==> config.mk <==
export PLATFORM = sky130hd
export DESIGN_NAME = jiq_ctrl
export DESIGN_NICKNAME = d
export VERILOG_FILES = /design/src/hw/rtl/jiq_pkg.sv /design/src/hw/rtl/jiq_ctrl.sv
export SDC_FILE = /design/constraint.sdc
export NUM_CORES = 1
export LEC_CHECK = 0
export BUFFER_PORTS_ARGS = -buffer_cell sky130_fd_sc_hd__buf_4
export CAP_MARGIN = 5
export CELL_PAD_IN_SITES_DETAIL_PLACEMENT = 0
export CELL_PAD_IN_SITES_GLOBAL_PLACEMENT = 1
export CORE_MARGIN = 10
export CORE_UTILIZATION = 35
export CTS_BUF_LIST = sky130_fd_sc_hd__clkbuf_8
export CTS_CLUSTER_SIZE = 40
export DETAILED_ROUTE_END_ITERATION = 16
export PLACE_DENSITY_LB_ADDON = 0.1
export SLEW_MARGIN = 20
export SYNTH_ARGS = -nofsm -noshare
export SYNTH_HDL_FRONTEND = slang
export SYNTH_SLANG_ARGS = --single-unit
==> constraint.sdc <==
create_clock -name clk -period 2.4 [get_ports clk]
set_clock_uncertainty 0.15 [all_clocks]
set_input_delay 0.24 -clock clk [delete_from_list [all_inputs] [get_ports clk]]
set_output_delay 0.24 -clock clk [all_outputs]
set_load 0.005 [all_outputs]
==> src/hw/rtl/jiq_pkg.sv <==
// Shared types and constants for the jump integral quadrature unit.
`default_nettype none
package jiq_pkg;

  localparam int JIQ_GRID_POINTS = 64;
  localparam int JIQ_QUAD_NODES  = 20;

  localparam int CFG_ADDR_W = 2;
  localparam int CFG_DATA_W = 32;

  localparam logic [CFG_ADDR_W-1:0] CFG_JUMP_INTENSITY = 2'd0;
  localparam logic [CFG_ADDR_W-1:0] CFG_FIRST_MULT     = 2'd1;
  localparam logic [CFG_ADDR_W-1:0] CFG_NODE_RATIO     = 2'd2;

  localparam logic [23:0] RST_JUMP_INTENSITY = 24'd0;
  localparam logic [31:0] RST_FIRST_MULT     = 32'd16777216;
  localparam logic [31:0] RST_NODE_RATIO     = 32'd1073741824;

  localparam logic [63:0] INV_SQRT_2PI_Q32 = 64'd1713444048;
  localparam int          DIV_STEPS        = 30;

  typedef struct packed {
    logic load;
    logic rd_zero;
    logic rd_last;
    logic cap_lo;
    logic rd_point;
    logic cap_point;
    logic mul;
    logic chk;
    logic scan_rd;
    logic scan_cmp;
    logic vrd;
    logic seg;
    logic div;
    logic intp;
    logic intv;
    logic term;
    logic acc;
    logic fin1;
    logic fin2;
  } cmd_t;

  typedef struct packed {
    logic last_in;
    logic ends_direct;
    logic scan_more;
    logic seg_direct;
    logic div_done;
    logic node_last;
    logic point_last;
    logic out_busy;
  } status_t;

endpackage
`default_nettype wire

==> src/hw/rtl/jiq_ctrl.sv <==
// Sequencer for loading, node quadrature and result issue.
`default_nettype none
module jiq_ctrl (
  input  wire logic            clk,
  input  wire logic            rst_n,
  input  wire jiq_pkg::status_t sts,
  output jiq_pkg::cmd_t        cmd
);
  import jiq_pkg::*;

  typedef enum logic [18:0] {
    S_LOAD = 19'h00001,
    S_RD0  = 19'h00002,
    S_RDN  = 19'h00004,
    S_RDL  = 19'h00008,
    S_RDI  = 19'h00010,
    S_PT   = 19'h00020,
    S_MUL  = 19'h00040,
    S_CHK  = 19'h00080,
    S_SRD  = 19'h00100,
    S_SCMP = 19'h00200,
    S_VRD  = 19'h00400,
    S_SEG  = 19'h00800,
    S_DIV  = 19'h01000,
    S_INTP = 19'h02000,
    S_INTV = 19'h04000,
    S_TERM = 19'h08000,
    S_ACC  = 19'h10000,
    S_FIN1 = 19'h20000,
    S_FIN2 = 19'h40000
  } state_t;

  state_t state_r, state_nxt;

  always_ff @(posedge clk) begin
    if (!rst_n) begin
      state_r <= S_LOAD;
    end else begin
      state_r <= state_nxt;
    end
  end

  always_comb begin
    state_nxt = state_r;
    unique case (state_r)
      S_LOAD: if (sts.last_in) state_nxt = S_RD0;
      S_RD0:  state_nxt = S_RDN;
      S_RDN:  state_nxt = S_RDL;
      S_RDL:  state_nxt = S_RDI;
      S_RDI:  state_nxt = S_PT;
      S_PT:   state_nxt = S_MUL;
      S_MUL:  state_nxt = S_CHK;
      S_CHK:  state_nxt = sts.ends_direct ? S_TERM : S_SRD;
      S_SRD:  state_nxt = S_SCMP;
      S_SCMP: state_nxt = sts.scan_more ? S_SRD : S_VRD;
      S_VRD:  state_nxt = S_SEG;
      S_SEG:  state_nxt = sts.seg_direct ? S_TERM : S_DIV;
      S_DIV:  if (sts.div_done) state_nxt = S_INTP;
      S_INTP: state_nxt = S_INTV;
      S_INTV: state_nxt = S_TERM;
      S_TERM: state_nxt = S_ACC;
      S_ACC:  state_nxt = sts.node_last ? S_FIN1 : S_MUL;
      S_FIN1: state_nxt = S_FIN2;
      S_FIN2: begin
        if (!sts.out_busy) state_nxt = sts.point_last ? S_LOAD : S_RDI;
      end
      default: state_nxt = S_LOAD;
    endcase
  end

  always_comb begin
    cmd           = '0;
    cmd.load      = (state_r == S_LOAD);
    cmd.rd_zero   = (state_r == S_RD0);
    cmd.rd_last   = (state_r == S_RDN);
    cmd.cap_lo    = (state_r == S_RDN);
    cmd.rd_point  = (state_r == S_RDI);
    cmd.cap_point = (state_r == S_PT);
    cmd.mul       = (state_r == S_MUL);
    cmd.chk       = (state_r == S_CHK);
    cmd.scan_rd   = (state_r == S_SRD);
    cmd.scan_cmp  = (state_r == S_SCMP);
    cmd.vrd       = (state_r == S_VRD);
    cmd.seg       = (state_r == S_SEG);
    cmd.div       = (state_r == S_DIV);
    cmd.intp      = (state_r == S_INTP);
    cmd.intv      = (state_r == S_INTV);
    cmd.term      = (state_r == S_TERM);
    cmd.acc       = (state_r == S_ACC);
    cmd.fin1      = (state_r == S_FIN1);
    cmd.fin2      = (state_r == S_FIN2) && !sts.out_busy;
  end

endmodule
`default_nettype wire

==> run summary <==
========================================================================================
Sinks on the clock net                                                                19
Share of the synthesized area in compound gates (AO/OA/AOI/OAI)                    11.1%
Final Hold Vio Count                                                                   0
Crit path capture type                                                       output port
Post-synthesis cell type count                                                        40
Number of input and output port buffers inserted                                      28
Post-synth EDFFs                                                                       0
Synth Cell Area                                                                 1170 um2
Area share of the largest cell type after synthesis                                32.6%
HPWL after detailed placement                                                    2630 um
Most numerous cell types in the synthesized netlist                         19 x dfxtp_1, 16 x nor2_1, 9 x and3_1, 8 x nor3_1
Unrepaired setup endpoints after global routing                                      yes
Cell with the most instances after synthesis                                     dfxtp_1
Global-route congestion overflow total                                                 0
Number of remaining DRC errors                                                         0
Worst path bufs/invs                                                                   2
TritonCTS clock tree                                                                 yes
Crit path cell chain                                                        nor4_4, buf_4, nand4_1, or3_4, nor3b_4, buf_4
P&R area growth vs syn                                                             51.6%
Setup-violating endpoint count in the final report                                     0
Gp weighted congestion                                                             0.786
Total Nets Final                                                                     199
Number of flip-flops under the largest register name                                  19
Portion of the clock cycle consumed by the worst path in the final layout          99.2%
Synthesized net count                                                                138
X dimension of the die                                                           77.7 um
Worst hold margin                                                              0.0765 ns
Cell with the largest stage delay on the worst path                                or3_4
Root Driver                                                                     clkbuf_8
Std cell rows                                                                         20
Dominant cell type by area after synthesis                                       dfxtp_1
Synthesized-area fraction occupied by and/or/nand/nor cells                        46.4%
Combinational family with the most area after synthesis                     simple AND/OR/NAND/NOR gates
Switching power                                                                   227 uW
Share of synthesized registers carrying an async set or reset                         0%
Reg with most FFs                                                                state_r
Worst IR Drop VDD                                                               0.317 mV
Internal cell power                                                               546 uW
Maximum net fanout on the critical path                                                3
Multiplexer share of the synthesized area                                         0.966%
Worst stage delay on the critical path                                           0.43 ns
CP Launch Type                                                                      flop
DRT Wirelength                                                                   3730 um
Sequential share of power                                                          43.0%
Via count of the first global-routing pass                                         1,170
Share of cells above drive strength 1                                              47.9%
Hold/Removal Path Class                                                           in2reg
Total negative slack                                                                0 ns
Outcome                                                                     finished clean
Syn. warnings                                                                          0
Synth top area cells                                                        dfxtp_1 33%, nor4_4 7.3%, nor2_1 5.2%, and3_1 4.8%, xor2_1 3.8%
Clock power frac                                                                   28.8%
Core Region                                                                     3130 um2
Total leakage power                                                          0.000785 uW
Power per standard cell area                                                  437 nW/um2
Flip-flop and latch count after synthesis                                             19
Wire length of the first global-routing pass                                     5730 um
Antenna diodes                                                                         0
Post-route ant nets                                                                    0
Switching fraction of total power                                                  29.4%
Synthesized instance count                                                           128
Deepest level of the CTS H-tree                                                        1
Max-cap violations                                                                     0
Top FF cell, synth                                                               dfxtp_1
Starting utilization of the core area                                              37.3%
Iteration-0 DRC Markers                                                               86
Via count                                                                          1,235
Critical Path RT                                                                 2.01 ns
Transition time at the pin with the least slew margin                           0.425 ns
Data arrival time of the critical path                                           1.99 ns
Slew Limit Fails                                                                       0
WS Path Type                                                                     reg2out
Pin count of the biggest net entering global routing                                  11
Headroom to the max-slew limit                                                     71.6%
Die Outline Area                                                                6040 um2
Detailed Routing Iterations Pass 1                                                     4
Xor-xnor portion of the synthesized cell area                                      4.51%
Vertical die dimension                                                           77.7 um
Initial antenna violation count                                                        0
Post-DR vias/cell                                                                   5.32
Combinational fraction of design power                                             28.2%
Critical path's most frequent cell                                                 buf_4
Worst-path clk slew                                                              0.07 ns
Synth Area in Adders                                                                  0%
Minimum clock period after layout                                                2.38 ns
Largest registers                                                           state_r (19)
Sequential share of the synthesized area                                           32.6%
Post-Synthesis Mean Instance Area                                               9.11 um2
GRT Total Usage                                                                    11.5%
Count of boundary I/O pins                                                            29
Clock Latency Late Sink                                                          0.26 ns
Worst path top cell family by delay                                         simple AND/OR/NAND/NOR gates
Bufs on Longest Clock Path                                                             2
Post-DR wirelength/cell                                                          16.1 um
Hold-fix buffers, CTS                                                                  0
Total CTS buffers                                                                      3
Fmax                                                                             420 MHz
========================================================================================
==> power groups by stage <==
stage	combinational, uW	sequential, uW	clock, uW
floorplan	97.2	341	0
finish	218	332	223
global placement	178	341	0
global route	236	333	249
detailed placement	180	342	0
CTS	186	334	230
==> layout by cell type (no fill, tap or decap), types with 4 or more instances in the layout <==
master / instances
nor4_4: 4
nand4_1: 4
inv_1: 7
dfxtp_1: 11
dfxtp_2: 5
o21ai_0: 6
buf_4: 56
and3_1: 9
nor2_1: 16
xor2_1: 5
nor3_1: 8
==> worst paths after layout <==
kind / from / cells after the start / slack, ns / endpoint
worst max-delay path: state_r[5] / 6 / 0.02 / cmd[15]
worst min register to register: state_r[6] / 2 / 0.43 / state_r[7]
worst max register to register: state_r[5] / 8 / 0.20 / state_r[5]
worst min-delay path: sts[2] / 2 / 0.08 / state_r[17]
==> cell type report <==
type	count	area [um2]
inverters	6	22.5
flip-flops and latches	19	398
clock inverters	1	3.75
clock buffers	3	41.3
well taps	44	55.1
multi-input cells	100	793
repair buffers	59	454
fillers	292	1360
==> kinds of logic after synthesis <==
logic type | Yosys count
AO/OA/AOI/OAI | 20
AND/OR/NAND/NOR | 73
XOR/XNOR | 6
flip-flops | 19
multiplexers | 1
buffers and inverters | 9
==> layer usage <==
metal  up-vias  share of wire, %  global-route usage [%]
met2        39                50                    19.3
met1       591                43                    13.8
met3         2               7.1                    4.72
met5         -                 0                       0
met4         0              0.24                    1.09
li1        603                 -                       -
==> stage by stage <==
stage                     setup WS (ns)  instance area, um2  power (uW)  utilization (%)  instances
after floorplan                   0.332                1170         439                -        128
after global placement            0.225                1500         518             47.9        210
after detailed placement          0.171                1500         521             47.9        210
after CTS                      0.000523                1610         750             51.4        222
after global routing            -0.0984                1770         818             56.5        232
final                            0.0189                1770         773             56.5        232
==> repair_timing <==
action                     4_1_cts  5_1_grt
pin swaps                        4       10
gates resized for setup          2       21
buffers inserted                 8       10
setup endpoints to repair        7       14
Note: power is estimated with default switching activity, not from simulation.
